[src/hw/rtl/gpeg_pkg.sv]
package gpeg_pkg;

   localparam int PAD_COUNT    = 16;
   localparam int BUTTON_COUNT = 32;
   localparam int PAD_IDX_W    = (PAD_COUNT > 1) ? $clog2(PAD_COUNT) : 1;

   localparam logic [31:0] BUTTON_MASK =
      (BUTTON_COUNT >= 32) ? 32'hFFFF_FFFF : 32'((64'd1 << BUTTON_COUNT) - 64'd1);

   localparam int AXIS_COUNT = 6;

   // serial divider geometry: |pos - min| * 200 over |max - min|
   localparam int DIVIDEND_W = 24;
   localparam int DIVISOR_W  = 16;
   localparam int DIV_CNT_W  = $clog2(DIVIDEND_W + 1);
   localparam int VALUE_W    = DIVIDEND_W + 2;

   localparam logic [7:0] NORM_SCALE  = 8'd200;
   localparam int         NORM_OFFSET = 100;

   // pending event slots in emission order
   localparam int SLOT_COUNT  = 2 * AXIS_COUNT + 1 + 32;
   localparam int SLOT_W      = $clog2(SLOT_COUNT);
   localparam int HAT_SLOT    = 2 * AXIS_COUNT;
   localparam int BUTTON_SLOT = HAT_SLOT + 1;

   localparam logic [1:0] CSR_AXIS_MIN     = 2'd0;
   localparam logic [1:0] CSR_AXIS_MAX     = 2'd1;
   localparam logic [1:0] CSR_THRESHOLD    = 2'd2;
   localparam logic [1:0] CSR_EXTRA_ENABLE = 2'd3;

   localparam logic [5:0] CODE_X_NEG       = 6'd0;
   localparam logic [5:0] CODE_Y_NEG       = 6'd2;
   localparam logic [5:0] CODE_Z_NEG       = 6'd41;
   localparam logic [5:0] CODE_R_NEG       = 6'd43;
   localparam logic [5:0] CODE_U_NEG       = 6'd45;
   localparam logic [5:0] CODE_V_NEG       = 6'd47;
   localparam logic [5:0] CODE_BUTTON_BASE = 6'd8;
   localparam logic [5:0] CODE_HAT_LEFT    = 6'd4;
   localparam logic [5:0] CODE_HAT_RIGHT   = 6'd5;
   localparam logic [5:0] CODE_HAT_UP      = 6'd6;
   localparam logic [5:0] CODE_HAT_DOWN    = 6'd7;
   localparam logic [5:0] CODE_HAT_DL      = 6'd49;
   localparam logic [5:0] CODE_HAT_DR      = 6'd50;
   localparam logic [5:0] CODE_HAT_UL      = 6'd51;
   localparam logic [5:0] CODE_HAT_UR      = 6'd52;

   localparam logic [3:0] HAT_CENTER = 4'd0;

   typedef struct packed {
      logic [2*AXIS_COUNT-1:0] axis_lat;
      logic [3:0]              hat_dir;
      logic [31:0]             buttons;
   } pad_state_type;

   function automatic logic [5:0] axis_neg_code(input logic [2:0] axis);
      logic [5:0] code;
      unique case (axis)
         3'd0:    code = CODE_X_NEG;
         3'd1:    code = CODE_Y_NEG;
         3'd2:    code = CODE_Z_NEG;
         3'd3:    code = CODE_R_NEG;
         3'd4:    code = CODE_U_NEG;
         default: code = CODE_V_NEG;
      endcase
      return code;
   endfunction

   // 1..8 clockwise from up, centered for any other angle
   function automatic logic [3:0] hat_decode(input logic [15:0] angle);
      logic [3:0] dir;
      unique case (angle)
         16'd0:     dir = 4'd1;
         16'd4500:  dir = 4'd2;
         16'd9000:  dir = 4'd3;
         16'd13500: dir = 4'd4;
         16'd18000: dir = 4'd5;
         16'd22500: dir = 4'd6;
         16'd27000: dir = 4'd7;
         16'd31500: dir = 4'd8;
         default:   dir = HAT_CENTER;
      endcase
      return dir;
   endfunction

   function automatic logic [5:0] hat_code(input logic [3:0] dir);
      logic [5:0] code;
      unique case (dir)
         4'd1:    code = CODE_HAT_UP;
         4'd2:    code = CODE_HAT_UR;
         4'd3:    code = CODE_HAT_RIGHT;
         4'd4:    code = CODE_HAT_DR;
         4'd5:    code = CODE_HAT_DOWN;
         4'd6:    code = CODE_HAT_DL;
         4'd7:    code = CODE_HAT_LEFT;
         default: code = CODE_HAT_UL;
      endcase
      return code;
   endfunction

   function automatic logic [5:0] slot_code(input logic [SLOT_W-1:0] slot,
                                            input logic [5:0] hat_cd);
      logic [5:0] code;
      if (slot < SLOT_W'(HAT_SLOT)) begin
         code = axis_neg_code(3'(slot >> 1)) + 6'(slot[0]);
      end else if (slot == SLOT_W'(HAT_SLOT)) begin
         code = hat_cd;
      end else begin
         code = CODE_BUTTON_BASE + 6'(slot - SLOT_W'(BUTTON_SLOT));
      end
      return code;
   endfunction

endpackage

[src/hw/rtl/gpeg_divider.sv]
module gpeg_divider (
   input  logic                              clock,
   input  logic                              reset,
   input  logic                              start,
   input  logic [gpeg_pkg::DIVIDEND_W-1:0]   dividend,
   input  logic [gpeg_pkg::DIVISOR_W-1:0]    divisor,
   output logic                              busy,
   output logic                              done,
   output logic [gpeg_pkg::DIVIDEND_W-1:0]   quotient
);

   logic [gpeg_pkg::DIVIDEND_W-1:0] quot_ff, quot_in;
   logic [gpeg_pkg::DIVISOR_W-1:0]  rem_ff, rem_in;
   logic [gpeg_pkg::DIVISOR_W-1:0]  dsr_ff, dsr_in;
   logic [gpeg_pkg::DIV_CNT_W-1:0]  cnt_ff, cnt_in;
   logic                            busy_ff, busy_in;
   logic                            done_ff, done_in;
   logic [gpeg_pkg::DIVISOR_W:0]    shifted;
   logic [gpeg_pkg::DIVISOR_W+1:0]  trial;

   // one restoring step per cycle, dividend bits shift out as quotient bits shift in
   always_comb begin
      quot_in = quot_ff;
      rem_in  = rem_ff;
      dsr_in  = dsr_ff;
      cnt_in  = cnt_ff;
      busy_in = busy_ff;
      done_in = 1'b0;
      shifted = {rem_ff, quot_ff[gpeg_pkg::DIVIDEND_W-1]};
      trial   = {1'b0, shifted} - {2'b00, dsr_ff};
      if (start) begin
         quot_in = dividend;
         rem_in  = '0;
         dsr_in  = divisor;
         cnt_in  = gpeg_pkg::DIV_CNT_W'(gpeg_pkg::DIVIDEND_W);
         busy_in = 1'b1;
      end else if (busy_ff) begin
         if (!trial[gpeg_pkg::DIVISOR_W+1]) begin
            rem_in  = trial[gpeg_pkg::DIVISOR_W-1:0];
            quot_in = {quot_ff[gpeg_pkg::DIVIDEND_W-2:0], 1'b1};
         end else begin
            rem_in  = shifted[gpeg_pkg::DIVISOR_W-1:0];
            quot_in = {quot_ff[gpeg_pkg::DIVIDEND_W-2:0], 1'b0};
         end
         cnt_in = cnt_ff - 1'b1;
         if (cnt_ff == gpeg_pkg::DIV_CNT_W'(1)) begin
            busy_in = 1'b0;
            done_in = 1'b1;
         end
      end
   end

   always_ff @(posedge clock) begin
      quot_ff <= quot_in;
      rem_ff  <= rem_in;
      dsr_ff  <= dsr_in;
      cnt_ff  <= cnt_in;
      if (reset) begin
         busy_ff <= 1'b0;
         done_ff <= 1'b0;
      end else begin
         busy_ff <= busy_in;
         done_ff <= done_in;
      end
   end

   assign busy     = busy_ff;
   assign done     = done_ff;
   assign quotient = quot_ff;

endmodule

[src/hw/rtl/gpeg_pad_state.sv]
module gpeg_pad_state (
   input  logic                            clock,
   input  logic                            reset,
   input  logic [gpeg_pkg::PAD_IDX_W-1:0]  idx,
   input  logic                            wr_en,
   input  gpeg_pkg::pad_state_type         wr_data,
   output gpeg_pkg::pad_state_type         rd_data
);

   gpeg_pkg::pad_state_type pads_ff [gpeg_pkg::PAD_COUNT];

   always_ff @(posedge clock) begin
      if (reset) begin
         for (int i = 0; i < gpeg_pkg::PAD_COUNT; i++) begin
            pads_ff[i] <= '0;
         end
      end else if (wr_en) begin
         pads_ff[idx] <= wr_data;
      end
   end

   assign rd_data = pads_ff[idx];

endmodule

[src/hw/rtl/gamepad_poll_event_generator.sv]
// channel  direction  handshake            payload
// req      in         req_valid/req_stall  pad index, poll flag, six axes, hat, buttons
// rsp      out        rsp_valid/rsp_stall  pad, control code, last flag
// csr      in         csr_valid/csr_ready  2-bit register index, 16-bit data
// an accepted item loads its pad state, then takes each axis in turn: a checked axis with a
// nonempty range runs through the shared one-bit-per-cycle divider, one with an empty range
// compares as zero, any other axis is skipped; then hat and buttons are handled, events emitted
// a failed poll is taken and dropped without leaving idle
// reset is synchronous and clears the state, CSR and pending-event registers and every pad's latches
// rsp_stall holds the current event; req_stall stays high until the last event is taken
module gamepad_poll_event_generator (
   input  logic        clock,
   input  logic        reset,
   input  logic        req_valid,
   output logic        req_stall,
   input  logic [3:0]  req_joystick_index,
   input  logic        req_poll_valid,
   input  logic [15:0] req_x_pos,
   input  logic [15:0] req_y_pos,
   input  logic [15:0] req_z_pos,
   input  logic [15:0] req_r_pos,
   input  logic [15:0] req_u_pos,
   input  logic [15:0] req_v_pos,
   input  logic [15:0] req_hat_angle,
   input  logic [31:0] req_button_bits,
   output logic        rsp_valid,
   input  logic        rsp_stall,
   output logic [3:0]  rsp_event_joystick,
   output logic [5:0]  rsp_event_control,
   output logic        rsp_event_last,
   input  logic        csr_valid,
   output logic        csr_ready,
   input  logic [1:0]  csr_index,
   input  logic [15:0] csr_data
);

   typedef enum logic [2:0] {
      S_IDLE,
      S_LOAD,
      S_AXIS,
      S_DIV,
      S_HAT,
      S_EMIT
   } state_type;

   localparam int LAT_W = 2 * gpeg_pkg::AXIS_COUNT;
   localparam int VW    = gpeg_pkg::VALUE_W;
   localparam int SC    = gpeg_pkg::SLOT_COUNT;
   localparam int SW    = gpeg_pkg::SLOT_W;

   state_type   state_ff;
   logic [15:0] axis_min_ff;
   logic [15:0] axis_max_ff;
   logic [6:0]  thr_ff;
   logic [3:0]  extra_en_ff;

   logic [3:0]  pad_ff;
   logic [15:0] pos_ff [gpeg_pkg::AXIS_COUNT];
   logic [15:0] hat_ff;
   logic [31:0] btn_ff;
   logic [2:0]  axis_ff;
   logic [LAT_W-1:0] lat_ff;
   logic [SC-1:0]    pend_ff;
   logic             qneg_ff;
   logic [5:0]       hatcode_ff;
   logic             rsp_valid_ff;
   logic [5:0]       rsp_code_ff;
   logic             rsp_last_ff;

   logic        req_accept;
   logic        rsp_accept;
   logic        pad_ok;
   logic        axis_en;
   logic [16:0] diff;
   logic [16:0] span;
   logic [15:0] diff_mag;
   logic [15:0] span_mag;

   logic                               div_start;
   logic                               div_busy;
   logic                               div_done;
   logic [gpeg_pkg::DIVIDEND_W-1:0]    div_dividend;
   logic [gpeg_pkg::DIVIDEND_W-1:0]    div_quot;

   logic signed [VW-1:0] q_signed;
   logic signed [VW-1:0] v_div;
   logic signed [VW-1:0] v_sel;
   logic signed [VW-1:0] thr_s;
   logic                 is_neg;
   logic                 is_pos;
   logic [LAT_W-1:0]     lat_upd;
   logic [SC-1:0]        pend_axis;
   logic                 cmp_now;

   logic [3:0]    new_dir;
   logic [31:0]   btn_masked;
   logic [SC-1:0] pend_hat;

   logic [SC-1:0] low_oh;
   logic [SC-1:0] pend_rest;
   logic [SW-1:0] low_idx;

   gpeg_pkg::pad_state_type st_rd;
   gpeg_pkg::pad_state_type st_wr;
   logic                    st_wr_en;

   assign req_accept = req_valid && !req_stall;
   assign rsp_accept = rsp_valid_ff && !rsp_stall;
   assign req_stall  = (state_ff != S_IDLE);
   assign csr_ready  = 1'b1;
   assign pad_ok     = req_poll_valid &&
                       ({1'b0, req_joystick_index} < 5'(gpeg_pkg::PAD_COUNT));

   gpeg_pad_state u_pad_state (
      .clock   (clock),
      .reset   (reset),
      .idx     (pad_ff[gpeg_pkg::PAD_IDX_W-1:0]),
      .wr_en   (st_wr_en),
      .wr_data (st_wr),
      .rd_data (st_rd)
   );

   // axis setup
   always_comb begin
      axis_en  = (axis_ff < 3'd2) || extra_en_ff[2'(axis_ff - 3'd2)];
      diff     = {1'b0, pos_ff[axis_ff]} - {1'b0, axis_min_ff};
      span     = {1'b0, axis_max_ff} - {1'b0, axis_min_ff};
      diff_mag = diff[16] ? 16'(-diff) : diff[15:0];
      span_mag = span[16] ? 16'(-span) : span[15:0];
      div_dividend = gpeg_pkg::DIVIDEND_W'(diff_mag) *
                     gpeg_pkg::DIVIDEND_W'(gpeg_pkg::NORM_SCALE);
      div_start    = (state_ff == S_AXIS) && axis_en && (span != '0);
   end

   gpeg_divider u_divider (
      .clock    (clock),
      .reset    (reset),
      .start    (div_start),
      .dividend (div_dividend),
      .divisor  (span_mag),
      .busy     (div_busy),
      .done     (div_done),
      .quotient (div_quot)
   );

   // threshold compare and latch update for the current axis
   always_comb begin
      q_signed = signed'({2'b00, div_quot});
      if (qneg_ff) begin
         q_signed = -q_signed;
      end
      v_div = q_signed - VW'(gpeg_pkg::NORM_OFFSET);
      v_sel = (state_ff == S_DIV) ? v_div : '0;
      thr_s = signed'(VW'(thr_ff));
      is_neg = v_sel < -thr_s;
      is_pos = v_sel > thr_s;
      pend_axis = '0;
      pend_axis[{axis_ff, 1'b0}] = is_neg && !lat_ff[{axis_ff, 1'b0}];
      pend_axis[{axis_ff, 1'b1}] = is_pos && !lat_ff[{axis_ff, 1'b1}];
      lat_upd = lat_ff;
      lat_upd[{axis_ff, 1'b0}] = is_neg;
      lat_upd[{axis_ff, 1'b1}] = is_pos;
      cmp_now = ((state_ff == S_DIV) && div_done) ||
                ((state_ff == S_AXIS) && axis_en && (span == '0));
   end

   // hat and buttons
   always_comb begin
      new_dir    = gpeg_pkg::hat_decode(hat_ff);
      btn_masked = btn_ff & gpeg_pkg::BUTTON_MASK;
      pend_hat   = '0;
      pend_hat[gpeg_pkg::HAT_SLOT] = (new_dir != gpeg_pkg::HAT_CENTER) &&
                                     (new_dir != st_rd.hat_dir);
      pend_hat[SC-1:gpeg_pkg::BUTTON_SLOT] = btn_masked & ~st_rd.buttons;
      st_wr.axis_lat = lat_ff;
      st_wr.hat_dir  = new_dir;
      st_wr.buttons  = btn_masked;
      st_wr_en       = (state_ff == S_HAT);
   end

   // lowest pending event goes out first
   always_comb begin
      low_oh    = pend_ff & (~pend_ff + 1'b1);
      pend_rest = pend_ff & ~low_oh;
      low_idx   = '0;
      for (int i = 0; i < SC; i++) begin
         if (low_oh[i]) begin
            low_idx = SW'(i);
         end
      end
   end

   always_ff @(posedge clock) begin
      if (reset) begin
         state_ff     <= S_IDLE;
         axis_min_ff  <= 16'd0;
         axis_max_ff  <= 16'hFFFF;
         thr_ff       <= 7'd60;
         extra_en_ff  <= 4'd0;
         rsp_valid_ff <= 1'b0;
         pend_ff      <= '0;
      end else begin
         if (csr_valid && csr_ready) begin
            unique case (csr_index)
               gpeg_pkg::CSR_AXIS_MIN:     axis_min_ff <= csr_data;
               gpeg_pkg::CSR_AXIS_MAX:     axis_max_ff <= csr_data;
               gpeg_pkg::CSR_THRESHOLD:    thr_ff      <= csr_data[6:0];
               gpeg_pkg::CSR_EXTRA_ENABLE: extra_en_ff <= csr_data[3:0];
            endcase
         end
         unique case (state_ff)
            S_IDLE: begin
               if (req_accept && pad_ok) begin
                  state_ff <= S_LOAD;
               end
            end
            S_LOAD: begin
               lat_ff   <= st_rd.axis_lat;
               axis_ff  <= '0;
               pend_ff  <= '0;
               state_ff <= S_AXIS;
            end
            S_AXIS, S_DIV: begin
               if (div_start) begin
                  qneg_ff  <= diff[16] ^ span[16];
                  state_ff <= S_DIV;
               end else if (cmp_now || (state_ff == S_AXIS)) begin
                  if (cmp_now) begin
                     lat_ff  <= lat_upd;
                     pend_ff <= pend_ff | pend_axis;
                  end
                  if (axis_ff == 3'(gpeg_pkg::AXIS_COUNT - 1)) begin
                     state_ff <= S_HAT;
                  end else begin
                     axis_ff  <= axis_ff + 1'b1;
                     state_ff <= S_AXIS;
                  end
               end
            end
            S_HAT: begin
               pend_ff    <= pend_ff | pend_hat;
               hatcode_ff <= gpeg_pkg::hat_code(new_dir);
               state_ff   <= ((pend_ff | pend_hat) != '0) ? S_EMIT : S_IDLE;
            end
            S_EMIT: begin
               if (!rsp_valid_ff || rsp_accept) begin
                  if (pend_ff != '0) begin
                     rsp_valid_ff <= 1'b1;
                     rsp_code_ff  <= gpeg_pkg::slot_code(low_idx, hatcode_ff);
                     rsp_last_ff  <= (pend_rest == '0);
                     pend_ff      <= pend_rest;
                  end else begin
                     rsp_valid_ff <= 1'b0;
                     state_ff     <= S_IDLE;
                  end
               end
            end
            default: state_ff <= S_IDLE;
         endcase
      end
   end

   // capture the item payload
   always_ff @(posedge clock) begin
      if (req_accept) begin
         pad_ff    <= req_joystick_index;
         pos_ff[0] <= req_x_pos;
         pos_ff[1] <= req_y_pos;
         pos_ff[2] <= req_z_pos;
         pos_ff[3] <= req_r_pos;
         pos_ff[4] <= req_u_pos;
         pos_ff[5] <= req_v_pos;
         hat_ff    <= req_hat_angle;
         btn_ff    <= req_button_bits;
      end
   end

   assign rsp_valid          = rsp_valid_ff;
   assign rsp_event_joystick = pad_ff;
   assign rsp_event_control  = rsp_code_ff;
   assign rsp_event_last     = rsp_last_ff;

   // no new item while events of the current one are outstanding
   assert property (@(posedge clock) disable iff (reset) rsp_valid |-> req_stall)
      else $error("item accepted while events pending");

   // events of one item follow back to back until the last one
   assert property (@(posedge clock) disable iff (reset)
      (rsp_valid && !rsp_stall && !rsp_event_last) |=> rsp_valid)
      else $error("event stream broken before last event");

   assert property (@(posedge clock) disable iff (reset)
      (rsp_valid && !rsp_stall && rsp_event_last) |=> !rsp_valid)
      else $error("event after last event of item");

   assert property (@(posedge clock) disable iff (reset) div_start |-> !div_busy)
      else $error("divider restarted while busy");

endmodule
[config.mk]
export PLATFORM = sky130hd
export DESIGN_NAME = gamepad_poll_event_generator
export DESIGN_NICKNAME = d
export VERILOG_FILES = /design/src/hw/rtl/gpeg_pkg.sv /design/src/hw/rtl/gpeg_divider.sv /design/src/hw/rtl/gpeg_pad_state.sv /design/src/hw/rtl/gamepad_poll_event_generator.sv
export SDC_FILE = /design/constraint.sdc
export NUM_CORES = 2
export LEC_CHECK = 0
export ABC_AREA = 1
export BUFFER_PORTS_ARGS = -buffer_cell sky130_fd_sc_hd__buf_2
export CORE_MARGIN = 2
export CORE_UTILIZATION = 57
export CTS_CLUSTER_DIAMETER = 30
export DETAILED_ROUTE_END_ITERATION = 10
export PLACE_DENSITY_LB_ADDON = 0.12
export SLEW_MARGIN = 20
export SYNTH_ARGS = -nofsm -noshare
export SYNTH_HDL_FRONTEND = slang
export SYNTH_SLANG_ARGS = --single-unit
[constraint.sdc]
create_clock -name clock -period 9 [get_ports clock]
set_input_delay 1.8 -clock clock [delete_from_list [all_inputs] [get_ports clock]]
set_output_delay 1.8 -clock clock [all_outputs]
set_load 0.02 [all_outputs]
# Word-level counts from Yosys, hierarchy flattened
# Memories as Yosys holds them, arrays and structs flattened. A register that Yosys moved wholly into a read port is not among the register bits.
# Cells that the tools add are included.
# totals
reg_bits,236
mem_bits_rw,864
inputBits,172
elab_cells,273
n_memories,2
# classes
addsub,15
mul,1
n_lt_le_gt_ge,11
n_eq_ne,39
n_mux,118
bitwise_logic,12
n_reduce_logical,52
# memory_table
name,words,width,rd,rd_clocked_by_memory_dff,wr,line,text
u_pad_state.pads_ff,16,48,1,1,16,gpeg_pad_state.sv:10,gpeg_pkg::pad_state_type pads_ff [gpeg_pkg::PAD_COUNT];
pos_ff,6,16,1,1,6,gamepad_poll_event_generator.sv:58,logic [15:0] pos_ff [gpeg_pkg::AXIS_COUNT];
# op_table
operator,count
$mux 6,50
$mux 45,5
$pmux 45 s4,1
$and 45x45->45,2
$not 45->45,2
$or 45x45->45,2
$reduce_bool 45->1,2
$eq 16x15->1 const B,4
$mux 26,2
$mux 16,3
$mux 24,2
$mux 48,1
$reduce_or 48->1,1
$add 45x1->45 const B,1
$and 45x15->45,1
$bwmux 45,1
$logic_not 45->1,1
$pmux 6 s7,1
$mux 12,3
$sub 16x16->17,2
$mux 3,11
$and 32x32->32,1
$eq 16x14->1 const B,2
$neg 16->16,2
other kinds (65),145

# Longest topological paths before layout
# logic_depth
depth_word,56
ltp_mapped,47
depth_no_buf,45

# Hierarchy
# Synthesis repeated with hierarchy kept, for this count alone.
# hier_totals
hier_cells,7055
hier_area_um2,58493.6
# by_module_without_submodules
module,instances,cells_each,area_per_inst_um2,seq_area_each_um2
gpeg_pad_state,1,4068,35731.8,23062.1
gamepad_poll_event_generator,1,2513,19064.5,7156.9
gpeg_divider,1,474,3697.3,1661.6

# Least setup slack after synthesis
# OpenSTA, ideal clock, no wires.
# synth_timing
kind,input port to flip-flop
startpoint,input port req_valid
endpoint,register btn_ff[0] (enable)
setup_time_ps,668
arrival_time_ps,8129
setup_slack_ps,202
cell_stages,2
path_buffers,0
path_cell_list,inv_1 nor2_1
# synth_via
elab_chain_cells,1
# synth_rtl
element,line,text
from (decl),gamepad_poll_event_generator.sv:14,"input logic req_valid,"
$logic_and 1x1->1,gamepad_poll_event_generator.sv:107,assign req_accept = req_valid && !req_stall;
net req_accept,gamepad_poll_event_generator.sv:70,logic req_accept;
to (signal assigned),gamepad_poll_event_generator.sv:274,btn_ff <= req_button_bits;
to (decl),gamepad_poll_event_generator.sv:60,logic [31:0] btn_ff;
# The timed path passes the listed nets, and every way through them passes these cells.
# A chain may end at the register's enable or synchronous reset.

==> impl_metrics.csv <==
group,metric,value,unit
floorplanning,die_w,316,um
worst_setup_path,cp_common_cell,"nand2_1",
worst_setup_path,r2r_cells,44,
route,wl_per_cell,22.8,um
clock_network,holdBufCountCts,0,
worst_setup_path,worstReg2RegEnd,"u_divider.quotient[23]",
floorplanning,rows,114,
sta,worst_pin_slew,1190,ps
global_route,grt_pass1_vias,42800,
layout,drive_above_1_share,12.7,%
worst_setup_path,crit_slowest_cell,"fa_1",
power_and_ir_drop,leakagePower,26.3,nW
route,drt_first_pass_iters,6,
layout,synthToLayoutAreaGrowth,18.0,%
placed_design,io_buffer_count,184,
synthesis,synth_top_area_share,53.2,%
synthesis,syn-cell-area,55400,um^2
sta,max_clock_freq,0.131,GHz
route,drc,0,
synthesis,synth.distinct_cells,75,
global_route,overflow,0,
sta,timing.final.crit_share,84.9,%
synthesis,yosysTopAreaCell,"edfxtp_1",
hold_path,hold_end,"extra_en_ff[2]",
hold_path,min_path_type,"reg -> reg",
layout,fillers,7423,
synthesis,synthTopCellsByCount,"nor2_1, edfxtp_1, nand2_1",
sta,slew_headroom,20.8,%
synthesis,synth_warnings,0,
synthesis,yosysMostFrequentCell,"nor2_1",
synthesis,synth_fp_nets,6155,
clock_network,postCtsSetupBuffers,0,
worst_setup_path,rrSetupSlack,1360,ps
hold_path,hold_start,"extra_en_ff[2]",
placed_design,place.gp.congestion,0.969,
worst_setup_path,cp-start-kind,"flip-flop",
synthesis,seq_area_frac_synth,57.7,%
worst_setup_path,path_max_fanout,34,
clock_network,path_clk_slew,50,ps
synthesis,ys_ff_latch,1105,
worst_setup_path,crit_type,"reg -> reg",
global_route,grt.total_usage,33.4,%
clock_network,cts_resized,0,
clock_network,cts_tree,"yes",
sta,fin_skew,36.5,ps
placed_design,place_inst,6968,
route,viasPerCell,6.07,
floorplanning,die-area,99600,um^2
power_and_ir_drop,power_density,456,nW/um^2
placed_design,dpl.hpwl,92000,um
floorplanning,initial_core_util,57.4,%
global_route,antenna_found_initial,19,
worst_setup_path,slowest_delay,530,ps
clock_network,cts-root-buf,"clkbuf_16",
route,num_vias,45000,
synthesis,synth-main-ff-cell,"edfxtp_1",
clock_network,clock_sinks,1105,
sta,maxSlewViolCount,0,
route,ant_nets,0,
floorplanning,io_pins,186,
worst_setup_path,critPathArrivalTime,8150,ps
global_route,grt_max_degree,211,
sta,fin_crit,7640,ps
synthesis,avgSynthCellArea,9.51,um^2
clock_network,clk_path_buf_depth,3,
synthesis,async_flop_share,0,%
layout,fin_nets,6256,
sta,tns,0,ps
global_route,grt_pass1_wl,252000,um
sta,rsz0062_at_grt,"false",
run_status,outcome,"finished clean",
sta,finalSetupViolCount,0,
synthesis,netlist_instances,5821,
clock_network,clkLatencyLatePin,810,ps
floorplanning,core-area,96400,um^2
clock_network,cts-buffers-inserted,227,
power_and_ir_drop,irDropWorstVdd,1.19,mV
hold_path,min_path_cells,2,
synthesis,synth_area_leaders,"edfxtp_1, nor2_1, nand2_1, o21ai_0, dfxtp_1",
run,drv_cap,0,
sta,hold_viol,0,
clock_network,htreeDepth,4,
route,wirelength,169000,um
worst_setup_path,worst_setup_path_end_kind,"flip-flop",
layout,finalNonFillerCells,7414,
worst_setup_path,cp.required,9500,ps
floorplanning,dieHeight,316,um
synthesis,synth-edff-count,980,
route,dr.first_iter.drc_count,5634,
## worst max-delay path: cells and delay by family (launching register included)
kind / cells / cell delay (ps)
buf+inv: 7 / 1210
simple gates: 17 / 1430
flops: 1 / 300
compound gates: 13 / 2150
xor+xnor: 2 / 490
fa+ha+maj: 5 / 1750
## cell usage in the layout (no fill, tap or decap), types with 44 or more instances in the layout
| master | n |
|---|---|
| o21ai_0 | 524 |
| a21oi_1 | 225 |
| buf_2 | 184 |
| nand3_1 | 277 |
| nor2_1 | 1343 |
| buf_4 | 49 |
| xor2_1 | 72 |
| inv_1 | 389 |
| bufinv_16 | 44 |
| o22ai_1 | 62 |
| nor3_1 | 44 |
| ha_1 | 148 |
| edfxtp_1 | 980 |
| clkbuf_16 | 231 |
| clkinv_1 | 50 |
| dfxtp_1 | 121 |
| nand2_1 | 689 |
| o221ai_1 | 180 |
## power breakdown
part	internal, mW	switching [mW]
Combinational	5.32	9.15
Clock	5.98	2.90
Sequential	6.09	0.340
Total	17.4	12.4
## final cells by class
class                   instances  area (um^2)  area share (%)
flip-flops and latches       1105        31900            48.9
multi-input cells            3930        20600            31.5
clock buffers                 244         5850            8.95
clock inverters               187         2370            3.62
well taps                    1276         1600            2.44
inverters                     421         1600            2.44
repair buffers                237         1370            2.09
diodes                         14         35.0          0.0536
## per-layer routing
| metal | share of wire [%] | vias to the layer above | track usage (%) |
|---|---|---|---|
| met5 | 0.035 | - | 0 |
| met4 | 4.3 | 8 | 15.2 |
| met3 | 9.9 | 454 | 6.20 |
| met2 | 47 | 2427 | 53.5 |
| met1 | 39 | 21600 | 44.6 |
| li1 | - | 20600 | - |
## state kept, by name (all words and copies together), names as in the netlist, 7 cells and up, named ones only
| name | flops |
|---|---|
| axis_max_ff | 16 |
| axis_min_ff | 16 |
| btn_ff | 32 |
| hat_ff | 16 |
| lat_ff | 12 |
| pend_ff | 45 |
| pos_ff | 96 |
| thr_ff | 7 |
| u_divider.dsr_ff | 16 |
| u_divider.quotient | 24 |
| u_divider.rem_ff | 16 |
| u_pad_state.pads_ff | 768 |
## worst max path at each step
stage / endpoint / cells past startpoint / startpoint / slack [ps]
global placement: u_divider.quotient[23] / 44 / flip-flop / 1520
floorplan: btn_ff[0] / 2 / req_valid / 200
detailed placement: u_divider.quotient[23] / 44 / flip-flop / 1360
CTS: u_divider.quotient[23] / 44 / flip-flop / 1310
global route: u_divider.quotient[23] / 44 / flip-flop / 520
finish: u_divider.quotient[23] / 44 / flip-flop / 1360
## stage by stage
| step | instance area (um^2) | setup WS (ps) | power (mW) | hold slack [ps] | utilization [%] |
|---|---|---|---|---|---|
| floorplan | 55400 | 202 | 17.5 | 420 | - |
| global placement | 57100 | 1520 | 20.6 | 437 | 59.2 |
| detailed placement | 57100 | 1360 | 20.8 | 444 | 59.2 |
| CTS | 65300 | 1310 | 29.7 | 452 | 67.7 |
| global route | 65300 | 516 | 32.0 | 480 | 67.8 |
| finish | 65300 | 1360 | 29.8 | 448 | 67.8 |
## logic make-up after synthesis
group | after synthesis | synth area share, %
AOI/OAI and AO/OA | 1126 | 12.3
xor gates and xnor gates | 95 | 1.52
adders and majority gates | 162 | 3.85
buffers and inverters | 786 | 5.61
DFF | 1105 | 57.7
other | 1 | 0.00677
and+or+nand+nor | 2546 | 19.0
Power figures use the tool's default switching activity.
